**src/hw/rtl/csvrfs_pkg.sv**
```systemverilog
`timescale 1ns / 1ps
package csvrfs_pkg;

  localparam int MaxColumnsDef   = 32;
  localparam int NullMaxBytesDef = 8;
  localparam int QDepth          = 4;
  localparam int QPtrW           = $clog2(QDepth);
  localparam int QCntW           = $clog2(QDepth + 1);

  localparam logic [7:0] CH_CR = 8'd13;
  localparam logic [7:0] CH_LF = 8'd10;

  // Configuration register indexes
  localparam logic [3:0] CFG_DELIMITER  = 4'd0;
  localparam logic [3:0] CFG_QUOTE      = 4'd1;
  localparam logic [3:0] CFG_ESCAPE     = 4'd2;
  localparam logic [3:0] CFG_NULL_TEXT  = 4'd3;
  localparam logic [3:0] CFG_NULL_LEN   = 4'd4;
  localparam logic [3:0] CFG_COLUMNS    = 4'd5;
  localparam logic [3:0] CFG_NOT_NULL   = 4'd6;
  localparam logic [3:0] CFG_SKIP_LINES = 4'd7;

  typedef enum logic [1:0] {
    K_DATA   = 2'd0,
    K_FIELD  = 2'd1,
    K_RECORD = 2'd2,
    K_DONE   = 2'd3
  } kind_e;

  typedef enum logic [2:0] {
    E_OK      = 3'd0,
    E_QUOTE   = 3'd1,
    E_EXTRA   = 3'd2,
    E_MISSING = 3'd3,
    E_SKIP    = 3'd4
  } err_e;

  typedef struct packed {
    kind_e       kind;
    logic [7:0]  data;
    logic [4:0]  idx;
    logic        nul;
    err_e        err;
  } result_t;

  typedef struct packed {
    logic    two;
    result_t r0;
    result_t r1;
  } entry_t;

  typedef struct packed {
    logic             full;
    logic             empty;
    logic [QCntW-1:0] count;
  } qstat_t;

endpackage

```
**src/hw/rtl/csvrfs_front.sv**
```systemverilog
`timescale 1ns / 1ps
module csvrfs_front #(
  parameter int MaxColumns   = csvrfs_pkg::MaxColumnsDef,
  parameter int NullMaxBytes = csvrfs_pkg::NullMaxBytesDef
) (
  input  logic                clk_i,
  input  logic                rst_ni,
  input  logic                cfg_valid_i,
  input  logic [3:0]          cfg_index_i,
  input  logic [63:0]         cfg_data_i,
  input  logic                in_valid_i,
  input  logic                in_ready_i,
  input  logic [7:0]          in_byte_i,
  input  logic                in_eoi_i,
  output logic                push_o,
  output csvrfs_pkg::entry_t  entry_o
);
  import csvrfs_pkg::*;

  localparam int ColLim = (MaxColumns < 32) ? MaxColumns : 32;
  localparam logic [5:0] ColLimV = 6'(ColLim);
  localparam logic [3:0] NullMaxV = 4'(NullMaxBytes);

  logic [7:0]  delim_q, quote_q, esc_q;
  logic [63:0] ntext_q;
  logic [3:0]  nlen_q;
  logic [5:0]  cols_q;
  logic [31:0] nnmask_q;
  logic [15:0] skip_q;

  logic [15:0] sc_q, sc_d;
  logic        ssc_q, ssc_d, iq_q, iq_d, acr_q, acr_d, ep_q, ep_d, ro_q, ro_d;
  logic [4:0]  fp_q, fp_d;
  logic [5:0]  fs_q, fs_d;
  logic [3:0]  rl_q, rl_d;
  logic        nm_q, nm_d;

  logic [5:0]  eff;
  logic [1:0]  n;
  result_t     res [2];
  logic        consumed, skip_rest, do_q, do_u;
  logic [7:0]  b;

  always_comb begin
    eff = cols_q;
    if (eff < 6'd1) eff = 6'd1;
    if (eff > ColLimV) eff = ColLimV;
  end

  function automatic logic null_f(logic nm, logic [3:0] rl, logic [3:0] nl,
                                  logic [4:0] fp, logic [31:0] mask);
    null_f = nm && (nl <= NullMaxV) && (rl == nl) && !mask[fp];
  endfunction

  function automatic result_t mk(kind_e k, logic [7:0] d, logic [4:0] i,
                                 logic nl, err_e e);
    result_t r;
    r.kind = k;
    r.data = d;
    r.idx  = i;
    r.nul  = nl;
    r.err  = e;
    mk = r;
  endfunction

  always_comb begin
    sc_d = sc_q; ssc_d = ssc_q; iq_d = iq_q; acr_d = acr_q; ep_d = ep_q;
    ro_d = ro_q; fp_d = fp_q; fs_d = fs_q; rl_d = rl_q; nm_d = nm_q;
    n = 2'd0;
    res[0] = '0;
    res[1] = '0;
    consumed = 1'b0;
    skip_rest = 1'b0;
    do_q = 1'b0;
    do_u = 1'b0;
    b = in_byte_i;
    if (in_eoi_i) begin
      if (sc_d < skip_q && ssc_d) sc_d = sc_d + 16'd1;
      if (ro_q) begin
        if (ep_q && esc_q == quote_q) iq_d = 1'b0;
        res[n[0]] = mk(K_RECORD, 8'd0, fp_d,
                       null_f(nm_d, rl_d, nlen_q, fp_d, nnmask_q),
                       iq_d ? E_QUOTE : (fs_d > eff) ? E_EXTRA :
                       (fs_d < eff) ? E_MISSING : E_OK);
        n = n + 2'd1;
      end
      res[n[0]] = mk(K_DONE, 8'd0, 5'd0, 1'b0, (sc_d < skip_q) ? E_SKIP : E_OK);
      n = n + 2'd1;
      // Return to the post-reset state; registers stay
      sc_d = '0; ssc_d = 1'b0; acr_d = 1'b0; fp_d = '0; fs_d = 6'd1;
      iq_d = 1'b0; ep_d = 1'b0; ro_d = 1'b0; rl_d = '0; nm_d = 1'b1;
    end else begin
      if (sc_d < skip_q) begin
        if (ssc_d) begin
          ssc_d = 1'b0;
          sc_d = sc_d + 16'd1;
          if (b == CH_LF) consumed = 1'b1;
        end
        if (!consumed && sc_d < skip_q) begin
          if (b == CH_CR) ssc_d = 1'b1;
          else if (b == CH_LF) sc_d = sc_d + 16'd1;
          consumed = 1'b1;
        end
      end
      if (!consumed) begin
        if (acr_d) begin
          acr_d = 1'b0;
          if (b == CH_LF) skip_rest = 1'b1;
        end
        if (!skip_rest) begin
          if (ep_d) begin
            ep_d = 1'b0;
            if (b == quote_q || b == esc_q) begin
              nm_d = nm_d && (rl_d < NullMaxV) && (rl_d < nlen_q) &&
                     (ntext_q[rl_d[2:0]*8 +: 8] == b);
              if (rl_d < 4'd9) rl_d = rl_d + 4'd1;
              res[n[0]] = mk(K_DATA, b, fp_d, 1'b0, E_OK);
              n = n + 2'd1;
            end else if (esc_q == quote_q) begin
              iq_d = 1'b0;
              do_u = 1'b1;
            end else begin
              res[n[0]] = mk(K_DATA, esc_q, fp_d, 1'b0, E_OK);
              n = n + 2'd1;
              do_q = 1'b1;
            end
          end else if (iq_d) begin
            do_q = 1'b1;
          end else begin
            do_u = 1'b1;
          end
          if (do_q) begin
            nm_d = nm_d && (rl_d < NullMaxV) && (rl_d < nlen_q) &&
                   (ntext_q[rl_d[2:0]*8 +: 8] == b);
            if (rl_d < 4'd9) rl_d = rl_d + 4'd1;
            if (b == esc_q) ep_d = 1'b1;
            else if (b == quote_q) iq_d = 1'b0;
            else begin
              res[n[0]] = mk(K_DATA, b, fp_d, 1'b0, E_OK);
              n = n + 2'd1;
            end
          end
          if (do_u) begin
            ro_d = 1'b1;
            if (b == quote_q) begin
              iq_d = 1'b1;
              nm_d = nm_d && (rl_d < NullMaxV) && (rl_d < nlen_q) &&
                     (ntext_q[rl_d[2:0]*8 +: 8] == b);
              if (rl_d < 4'd9) rl_d = rl_d + 4'd1;
            end else if (b == CH_CR || b == CH_LF) begin
              res[n[0]] = mk(K_RECORD, 8'd0, fp_d,
                             null_f(nm_d, rl_d, nlen_q, fp_d, nnmask_q),
                             iq_d ? E_QUOTE : (fs_d > eff) ? E_EXTRA :
                             (fs_d < eff) ? E_MISSING : E_OK);
              n = n + 2'd1;
              fp_d = '0; fs_d = 6'd1; iq_d = 1'b0; ep_d = 1'b0; ro_d = 1'b0;
              rl_d = '0; nm_d = 1'b1;
              if (b == CH_CR) acr_d = 1'b1;
            end else if (b == delim_q) begin
              res[n[0]] = mk(K_FIELD, 8'd0, fp_d,
                             null_f(nm_d, rl_d, nlen_q, fp_d, nnmask_q), E_OK);
              n = n + 2'd1;
              if ({1'b0, fp_d} + 6'd1 < eff) fp_d = fp_d + 5'd1;
              if (fs_d < 6'd63) fs_d = fs_d + 6'd1;
              rl_d = '0;
              nm_d = 1'b1;
            end else begin
              nm_d = nm_d && (rl_d < NullMaxV) && (rl_d < nlen_q) &&
                     (ntext_q[rl_d[2:0]*8 +: 8] == b);
              if (rl_d < 4'd9) rl_d = rl_d + 4'd1;
              res[n[0]] = mk(K_DATA, b, fp_d, 1'b0, E_OK);
              n = n + 2'd1;
            end
          end
        end
      end
    end
  end

  assign push_o     = in_valid_i && in_ready_i && (n != 2'd0);
  assign entry_o.two = n[1];
  assign entry_o.r0  = res[0];
  assign entry_o.r1  = res[1];

  always_ff @(posedge clk_i or negedge rst_ni) begin
    if (!rst_ni) begin
      delim_q <= 8'd44; quote_q <= 8'd34; esc_q <= 8'd34; ntext_q <= '0;
      nlen_q <= '0; cols_q <= 6'd1; nnmask_q <= '0; skip_q <= '0;
    end else if (cfg_valid_i) begin
      unique case (cfg_index_i)
        CFG_DELIMITER:  delim_q  <= cfg_data_i[7:0];
        CFG_QUOTE:      quote_q  <= cfg_data_i[7:0];
        CFG_ESCAPE:     esc_q    <= cfg_data_i[7:0];
        CFG_NULL_TEXT:  ntext_q  <= cfg_data_i;
        CFG_NULL_LEN:   nlen_q   <= cfg_data_i[3:0];
        CFG_COLUMNS:    cols_q   <= cfg_data_i[5:0];
        CFG_NOT_NULL:   nnmask_q <= cfg_data_i[31:0];
        CFG_SKIP_LINES: skip_q   <= cfg_data_i[15:0];
        default: ;
      endcase
    end
  end

  always_ff @(posedge clk_i or negedge rst_ni) begin
    if (!rst_ni) begin
      sc_q <= '0; ssc_q <= 1'b0; iq_q <= 1'b0; acr_q <= 1'b0; ep_q <= 1'b0;
      ro_q <= 1'b0; fp_q <= '0; fs_q <= 6'd1; rl_q <= '0; nm_q <= 1'b1;
    end else if (in_valid_i && in_ready_i) begin
      sc_q <= sc_d; ssc_q <= ssc_d; iq_q <= iq_d; acr_q <= acr_d; ep_q <= ep_d;
      ro_q <= ro_d; fp_q <= fp_d; fs_q <= fs_d; rl_q <= rl_d; nm_q <= nm_d;
    end
  end

endmodule

```
**src/hw/rtl/csvrfs_queue.sv**
```systemverilog
`timescale 1ns / 1ps
module csvrfs_queue (
  input  logic               clk_i,
  input  logic               rst_ni,
  input  logic               push_i,
  input  csvrfs_pkg::entry_t entry_i,
  input  logic               pop_i,
  output csvrfs_pkg::entry_t head_o,
  output csvrfs_pkg::qstat_t stat_o
);
  import csvrfs_pkg::*;

  entry_t           mem_q [QDepth];
  logic [QPtrW-1:0] wr_q, rd_q;
  logic [QCntW-1:0] cnt_q;

  always_ff @(posedge clk_i) begin
    if (push_i) mem_q[wr_q] <= entry_i;
  end

  always_ff @(posedge clk_i or negedge rst_ni) begin
    if (!rst_ni) begin
      wr_q  <= '0;
      rd_q  <= '0;
      cnt_q <= '0;
    end else begin
      if (push_i) wr_q <= wr_q + 1'b1;
      if (pop_i) rd_q <= rd_q + 1'b1;
      if (push_i && !pop_i) cnt_q <= cnt_q + 1'b1;
      else if (pop_i && !push_i) cnt_q <= cnt_q - 1'b1;
    end
  end

  assign head_o       = mem_q[rd_q];
  assign stat_o.count = cnt_q;
  assign stat_o.full  = (cnt_q == QCntW'(QDepth));
  assign stat_o.empty = (cnt_q == '0);

endmodule

```
**src/hw/rtl/csvrfs_back.sv**
```systemverilog
`timescale 1ns / 1ps
module csvrfs_back (
  input  logic                clk_i,
  input  logic                rst_ni,
  input  csvrfs_pkg::entry_t  head_i,
  input  logic                empty_i,
  output logic                pop_o,
  output logic                valid_o,
  input  logic                ready_i,
  output csvrfs_pkg::result_t res_o,
  output logic                last_o
);
  import csvrfs_pkg::*;

  // Second result of a two-result entry is being shown
  logic sel_q;

  assign valid_o = !empty_i;
  assign res_o   = sel_q ? head_i.r1 : head_i.r0;
  assign last_o  = sel_q || !head_i.two;
  assign pop_o   = valid_o && ready_i && last_o;

  always_ff @(posedge clk_i or negedge rst_ni) begin
    if (!rst_ni) begin
      sel_q <= 1'b0;
    end else if (valid_o && ready_i) begin
      sel_q <= !last_o;
    end
  end

endmodule

```
**src/hw/rtl/csv_record_field_splitter_unit.sv**
```systemverilog
`timescale 1ns / 1ps
// Channel   Direction  Signals                              Contents
// s_axis    in         tvalid/tready/tdata[7:0]/tlast       byte_in; tlast = end_of_input
// m_axis    out        tvalid/tready/tdata[23:0]/tuser/tlast one result word; tuser = kind
// cfg       in         cfg_valid/cfg_ready/cfg_index/cfg_data register write, always ready
//
// Each input byte is parsed in the cycle it is accepted: one byte per cycle.
// Every byte yields zero, one or two result words; the back end sends one word
// per cycle while the receiver is ready, so a byte yielding two words sends them in turn.
// A four-entry queue separates parser and output; the input stalls only when it fills.
// Reset is asynchronous, active low; it restores default registers and parser state.
module csv_record_field_splitter_unit #(
  parameter int MaxColumns   = csvrfs_pkg::MaxColumnsDef,
  parameter int NullMaxBytes = csvrfs_pkg::NullMaxBytesDef
) (
  input  logic        clk_i,
  input  logic        rst_ni,
  input  logic        cfg_valid_i,
  output logic        cfg_ready_o,
  input  logic [3:0]  cfg_index_i,
  input  logic [63:0] cfg_data_i,
  input  logic        s_axis_tvalid,
  output logic        s_axis_tready,
  input  logic [7:0]  s_axis_tdata,   // byte_in
  input  logic        s_axis_tlast,   // end_of_input
  output logic        m_axis_tvalid,
  input  logic        m_axis_tready,
  output logic [23:0] m_axis_tdata,   // data_byte, field_index, field_is_null, error_code
  output logic [1:0]  m_axis_tuser,   // kind
  output logic        m_axis_tlast    // last
);
  import csvrfs_pkg::*;

  logic    push, pop;
  entry_t  entry, head;
  qstat_t  qstat;
  result_t res;

  // Registers are written in any cycle; the host must write only while idle
  assign cfg_ready_o   = 1'b1;
  // Hold the input while the queue has no free entry
  assign s_axis_tready = !qstat.full;

  csvrfs_front #(
    .MaxColumns  (MaxColumns),
    .NullMaxBytes(NullMaxBytes)
  ) u_front (
    .clk_i      (clk_i),
    .rst_ni     (rst_ni),
    .cfg_valid_i(cfg_valid_i),
    .cfg_index_i(cfg_index_i),
    .cfg_data_i (cfg_data_i),
    .in_valid_i (s_axis_tvalid),
    .in_ready_i (s_axis_tready),
    .in_byte_i  (s_axis_tdata),
    .in_eoi_i   (s_axis_tlast),
    .push_o     (push),
    .entry_o    (entry)
  );

  csvrfs_queue u_queue (
    .clk_i  (clk_i),
    .rst_ni (rst_ni),
    .push_i (push),
    .entry_i(entry),
    .pop_i  (pop),
    .head_o (head),
    .stat_o (qstat)
  );

  csvrfs_back u_back (
    .clk_i  (clk_i),
    .rst_ni (rst_ni),
    .head_i (head),
    .empty_i(qstat.empty),
    .pop_o  (pop),
    .valid_o(m_axis_tvalid),
    .ready_i(m_axis_tready),
    .res_o  (res),
    .last_o (m_axis_tlast)
  );

  // Pack the result word, lowest field first
  assign m_axis_tdata = {7'd0, res.err, res.nul, res.idx, res.data};
  assign m_axis_tuser = res.kind;

  // Stream done is always the final word of its byte
  a_done_last: assert property (@(posedge clk_i) disable iff (!rst_ni)
    (m_axis_tvalid && m_axis_tuser == K_DONE) |-> m_axis_tlast)
    else $error("stream done word without last");

  // Data words never carry an error code
  a_data_noerr: assert property (@(posedge clk_i) disable iff (!rst_ni)
    (m_axis_tvalid && m_axis_tuser == K_DATA) |-> (m_axis_tdata[16:14] == E_OK))
    else $error("data word with error code");

  // Queue occupancy stays within its depth
  a_q_bound: assert property (@(posedge clk_i) disable iff (!rst_ni)
    qstat.count <= QCntW'(QDepth))
    else $error("queue overflow");

  // No push while full
  a_no_push_full: assert property (@(posedge clk_i) disable iff (!rst_ni)
    qstat.full |-> !push)
    else $error("push into full queue");

endmodule

```
**config.mk**
```make
export PLATFORM = sky130hd
export DESIGN_NAME = csv_record_field_splitter_unit
export DESIGN_NICKNAME = d
export VERILOG_FILES = /design/src/hw/rtl/csvrfs_pkg.sv /design/src/hw/rtl/csvrfs_front.sv /design/src/hw/rtl/csvrfs_queue.sv /design/src/hw/rtl/csvrfs_back.sv /design/src/hw/rtl/csv_record_field_splitter_unit.sv
export SDC_FILE = /design/constraint.sdc
export NUM_CORES = 1
export LEC_CHECK = 0
export ABC_AREA = 1
export BUFFER_PORTS_ARGS = -buffer_cell sky130_fd_sc_hd__buf_2
export CAP_MARGIN = 20
export CORE_ASPECT_RATIO = 0.7
export CORE_UTILIZATION = 35
export DETAILED_ROUTE_END_ITERATION = 8
export PLACE_DENSITY = 0.53
export SLEW_MARGIN = 40
export SYNTH_ARGS = -nofsm -noshare
export SYNTH_HDL_FRONTEND = slang
export SYNTH_HIERARCHICAL = 1
export SYNTH_SLANG_ARGS = --single-unit
```
**constraint.sdc**
```tcl
create_clock -name clk_i -period 6.55 [get_ports clk_i]
set_input_delay 0.9825 -clock clk_i [delete_from_list [all_inputs] [get_ports clk_i]]
set_output_delay 0.9825 -clock clk_i [all_outputs]
set_load 0.05 [all_outputs]
```
# Word-level counts from Yosys, hierarchy flattened
# Memory sizes are Yosys's and may differ from the RTL's.
# Cells that the tools add are included.
totals:
  register_bits: 191
  mem_bits_rw: 156
  output_inout_bits: 30
  wordCells: 345
  mem_count: 1
op_classes:
  addsub: 15
  order_cmp: 26
  n_eq_ne: 22
  n_shift: 3
  muxes: 192
  bitwise_logic: 3
  n_reduce_logical: 61
mem_list:
  columns: ["memory", "depth", "word_bits", "read_ports", "rd_clocked_by_memory_dff", "write_ports", "line", "source"]
  rows:
  - ["u_queue.mem_q", 4, 39, 1, 0, 1, "csvrfs_queue.sv:13", "entry_t mem_q [QDepth];"]
ops:
  columns: ["operator", "n"]
  rows:
  - ["38-bit 2-to-1 mux", 13]
  - ["19-bit 2-to-1 mux", 11]
  - ["64-bit by 7-bit variable part select with 8-bit output", 3]
  - ["38-bit bitwise mux", 5]
  - ["16-bit 2-to-1 mux", 10]
  - ["1-bit 2-to-1 mux", 87]
  - ["4-bit 2-to-1 mux", 19]
  - ["6-bit 2-to-1 mux", 10]
  - ["19-bit demux with 1-bit select", 3]
  - ["8-bit == test", 7]
  - ["16-bit less-than comparator", 3]
  - ["5-bit 2-to-1 mux", 8]
  - ["2-bit 2-to-1 mux", 18]
  - ["16-bit by 1-bit adder with 16-bit output (second input constant)", 2]
  - ["1-bit logical AND", 27]
  - ["4-bit less-than comparator (second input constant)", 6]
  - ["2-bit AND reduction", 10]
  - ["3-bit 2-to-1 mux", 6]
  - ["17-bit 2-to-1 mux", 1]
  - ["4-bit by 3-bit == test with 1-bit output (second input constant)", 4]
  - ["8-bit by 4-bit == test with 1-bit output (second input constant)", 2]
  - ["7-bit AND reduction", 2]
  - ["4-bit by 1-bit adder with 4-bit output (second input constant)", 3]
  - ["4-bit less-than comparator", 3]
  - ["other kinds (30)", 59]

# Longest topological paths before layout
logic_depth:
  word_depth: 35
  depth_mapped: 35
  depth_no_buf: 32

# By module
# Netlist, hierarchy kept.
modules_own_cells:
  columns: ["module", "n_inst", "cells_each", "area_per_inst_um2"]
  rows:
  - ["csvrfs_front", 1, 1862, 13538.0]
  - ["csvrfs_queue", 1, 503, 6804.0]
  - ["csvrfs_back", 1, 73, 301.5]
  - ["csv_record_field_splitter_unit", 1, 11, 71.3]

# Worst setup path after synthesis
# No wires, ideal clock.
synth_path:
  path_type: "register -> register"
  start: "reg u_front.sc_q[0]"
  end: "mem u_queue/mem_q[0][0] in the netlist's numbering, enable pin"
  setup_ns: 0.394
  arrival_time_ns: 4.246
  required_time_ns: 6.156
  path_slack_ns: 1.911
  stages_incl_launch_ff: 27
  path_buffers: 1
  period_less_slack_ns: 4.639
  cell_sequence: "dfrtp_1 ha_1 nand4_1 nor3_1 inv_1 nor3_1 nand3_1 nor3_1 xor2_1 nand2_1 nand2_1 inv_1 ha_1 nand4_1 nor3_1 o21ai_1 nand2_1 o21ai_1 nand2_2 inv_1 nand2_1 nand2_1 inv_1 o21a_1 clkbuf_1 nand2_1 inv_1"
synth_via:
  elab_chain_cells: 15
synth_lines:
  columns: ["element", "line", "source"]
  rows:
  - ["start, declared", "csvrfs_front.sv:31", "logic [15:0] sc_q, sc_d;"]
  - ["start signal, assigned", "csvrfs_front.sv:206", "sc_q <= '0; ssc_q <= 1'b0; iq_q <= 1'b0; acr_q <= 1'b0; ep_q <= 1'b0;"]
  - ["start signal, assigned", "csvrfs_front.sv:209", "sc_q <= sc_d; ssc_q <= ssc_d; iq_q <= iq_d; acr_q <= acr_d; ep_q <= ep_d;"]
  - ["16-bit by 1-bit adder with 16-bit output", "csvrfs_front.sv:96", "sc_d = sc_d + 16'd1;"]
  - ["16-bit 2-to-1 mux", "csvrfs_front.sv:94", "if (ssc_d) begin"]
  - ["16-bit 2-to-1 mux", "csvrfs_front.sv:93", "if (sc_d < skip_q) begin"]
  - ["16-bit 2-to-1 mux", "csvrfs_front.sv:77", "if (in_eoi_i) begin"]
  - ["16-bit less-than comparator", "csvrfs_front.sv:99", "if (!consumed && sc_d < skip_q) begin"]
  - ["1-bit logical AND", "csvrfs_front.sv:99", null]
  - ["1-bit 2-to-1 mux", "csvrfs_front.sv:99", null]
  - ["1-bit 2-to-1 mux (*)", "csvrfs_front.sv:93", null]
  - ["1-bit 2-to-1 mux (*)", "csvrfs_front.sv:77", null]
  - ["2-bit 2-to-1 mux (*)", "csvrfs_front.sv:105", "if (!consumed) begin"]
  - ["2-bit 2-to-1 mux (*)", "csvrfs_front.sv:77", null]
  - ["2-bit nonzero test (*)", "csvrfs_front.sv:180", "assign push_o = in_valid_i && in_ready_i && (n != 2'd0);"]
  - ["1-bit logical AND (*)", "csvrfs_front.sv:180", null]
  - ["named net push", "csv_record_field_splitter_unit.sv:34", "logic push, pop;"]
  - ["1-bit 2-to-1 mux (*)", "csvrfs_queue.sv:18", "if (push_i) mem_q[wr_q] <= entry_i;"]
  - ["1-bit 2-to-1 mux (implied by the code) (*)", "csvrfs_queue.sv:18", null]
  - ["end, declared", "csvrfs_queue.sv:13", null]
# The timed path passes the listed nets; every way through them passes the cells marked *. The select of a mux whose other input is x is not followed.

# Final worst setup path
layout_path:
  start: "reg u_front.sc_q[0]"
  end: "mem u_queue/mem_q[3][19] in the netlist's numbering, enable pin"
# Same word-level chain as after synthesis.

==> results.yml <==
logic_synthesis:
  yosysUniqueCellTypes: 64
  synth_ff_type: "dfrtp_1"
  synth_edf_count: 156
  yosysTopAreaCell: "edfxtp_1"
  synthArstFlopShare: 0.550
  yosys_warnings: 6
  synth-seq-area-share: 0.457
  synth_area_leaders: "edfxtp_1 (23%), dfrtp_1 (22%), nand2_1 (12%), o21ai_0 (5.9%), ha_1 (5.0%)"
  synth_top_area_share: 0.226
  synth.cell_area_sq_um: 20700
  ys_seq_elements: 347
  avgSynthCellArea_sq_um: 8.46
  postSynthCellCount: 2449
timing:
  fin_worst_skew_ns: 0.0132
  layout_min_cycle_time_ns: 5.25
  setup_viol: 0
  hold_viol_final: 0
  max_freq_mhz: 190
  tightest_slew_ns: 0.860
  relSlewSlack: 0.425
  setup_tns_ns: 0
  min_period_over_period: 0.802
  slew_viol_final: 0
  rsz0062_at_grt: "false"
  holdWs_ns: 0.431
place:
  place.gp.congestion: 0.938
  placed_area_sq_um: 21800
  dp.final_hpwl_um: 45600
  io_buffers: 103
clock_network:
  clockRootBuffer: "clkbuf_16"
  cts_buffer_depth: 3
  post_cts_resized: 0
  path_clk_slew_ns: 0.06
  ctsHoldBuffers: 0
  h-tree-depth: 2
  cts_num_sinks: 347
  clk_latency_ns: 0.56
  cts_tree: "yes"
  post_cts_buffers: 0
  cts-buffers-inserted: 39
routing:
  num_vias: 17200
  first_iter_violations: 1747
  wl_per_cell_um: 19.0
  drcViolationCount: 0
  drtPass1Iterations: 6
  ant_nets: 0
  vias_per_cell: 5.17
  wirelength_um: 63400
setup_path:
  crit_buf_inv: 6
  crit_type: "reg -> reg"
  end_kind: "register"
  rrSetupSlack_ns: 1.30
  critPathLaunchType: "register"
  cp.required_ns: 6.74
  path_common_cell: "nand2_1"
  slowest_delay_ns: 0.53
  timing.rr.end: "u_queue/mem_q[3][19]"
  crit_arrival_ns: 5.44
  cp_slowest_cell: "buf_4"
  crit_fanout: 39
  critical_path.top_delay_family: "simple AND/OR/NAND/NOR gates"
  timing.rr.start: "u_front/sc_q[0]"
  ff2ff_path_depth: 26
global_route:
  grt_max_degree: 73
  grt_remaining_overflow: 0
  grt_use_total: 0.212
  antenna_found_initial: 4
  grt_pass1_vias: 16400
  grt_pass1_wl_um: 97900
floorplan:
  placementRows: 74
  fp.dieW_um: 293
  die_y_um: 206
  start_util: 0.355
  io_pins: 112
  core_region_area_sq_um: 58400
  die_area_sq_um: 60200
final_layout:
  multiInputGateArea_sq_um: 9470
  register_area_sq_um: 9480
  fin_area_sq_um: 23100
  nNetsFinal: 2673
  fill_cells: 5932
  drive_gt1_frac: 0.127
  areaGrowthSynthToFinish_pct: 11.6
run:
  maxCapViolations: 0
pwr:
  p_leak_nw: 10.5
  p_per_area_nw_per_um2: 362
  ir_worst_vdd_uv: 227
worst_hold_path:
  min_path_type: "in -> async"
status:
  status: "finished, final reports clean"
-- state kept, by name, indices dropped and copies added, names as in the netlist --
register and cells:
u_queue/mem_q 156, u_front/ntext_q 64, u_front/nnmask_q 32, u_front/sc_q 16, u_front/skip_q 16, u_front/delim_q 8
u_front/esc_q 8, u_front/quote_q 8, u_front/cols_q 6, u_front/fs_q 6, u_front/fp_q 5, u_front/nlen_q 4
u_front/rl_q 4, u_queue/cnt_q 3, u_queue/rd_q 2, u_queue/wr_q 2, u_back/sel_q 1, u_front/acr_q 1
u_front/ep_q 1, u_front/iq_q 1, u_front/nm_q 1, u_front/ro_q 1, u_front/ssc_q 1
-- cells in the final DEF (no fill, tap or decap), types with 33 or more instances in the layout --
cell       instances
xor2_1            47
o211ai_2          33
edfxtp_1         156
nand3_1          180
o211ai_1          66
inv_1            259
nor2_1           142
nand2_1          635
a21oi_1           67
o21ai_0          245
buf_2            102
dfrtp_1          179
clkbuf_16         40
ha_1              83
-- cell type report --
cell class	instances	area share
antenna	3	0.000325
inverter	276	0.0461
timing repair buffer	133	0.0347
tap	798	0.0432
clock buffer	49	0.0456
sequential	347	0.410
clock inverter	21	0.0106
multi-input combinational	1710	0.409
-- cell usage after synthesis, types with 47 or more instances --
library cell and n:
nand2_1 637, o211ai_1 66, xor2_1 47, a21oi_1 68, inv_1 260, nand3_1 183
o21ai_0 245, nor2_1 142, ha_1 83, edfxtp_1 156, clkbuf_1 54, dfrtp_1 181
-- through the flow --
| stage | utilization | setup WS [ns] | power [mW] | instances |
|---|---|---|---|---|
| after floorplan | - | 1.91 | 5.24 | 2457 |
| after global placement | 0.372 | 1.36 | 6.05 | 3260 |
| after detailed placement | 0.373 | 1.24 | 6.13 | 3263 |
| after CTS | 0.395 | 1.20 | 8.43 | 3333 |
| after global routing | 0.396 | 0.803 | 8.91 | 3335 |
| final | 0.396 | 1.30 | 8.37 | 3337 |
-- how the worst max path moves through the flow --
stage / startpoint / to / slack, ns / cells after the start
2_1_floorplan: u_front/sc_q[0] / u_queue/mem_q[0][0] / 1.91 / 26
3_3_place_gp: u_front/sc_q[0] / u_front/fs_q[5] / 1.36 / 26
3_5_place_dp: u_front/sc_q[0] / u_front/fp_q[3] / 1.24 / 26
4_1_cts: u_front/sc_q[0] / u_front/fs_q[5] / 1.20 / 26
5_1_grt: u_front/sc_q[0] / u_queue/mem_q[0][32] / 0.80 / 26
6_report: u_front/sc_q[0] / u_queue/mem_q[3][19] / 1.30 / 26
-- cell families after synthesis --
kind of cell / after synthesis / share of synthesized area
fa+ha+maj: 84 / 0.0511
compound gates: 480 / 0.144
xor+xnor: 62 / 0.0284
other cells: 3 / 0.000544
mux: 28 / 0.0152
flops: 347 / 0.457
buf+inv: 400 / 0.0889
simple gates: 1045 / 0.215
-- routing by layer --
metal	routed length, um	track usage	vias to the layer above
met5	0	0	-
met4	1060	0.0471	0
met3	5310	0.0495	68
met2	25900	0.305	583
met1	31100	0.320	8252
li1	-	-	8333
-- power by group --
group	internal [mW]	leakage, nW	switching, mW
logic	0.915	6.00	2.21
registers	2.68	3.86	0.301
clock network	1.34	0.635	0.921
total	4.93	10.5	3.44
No activity file was read; power rests on OpenSTA's default activity.
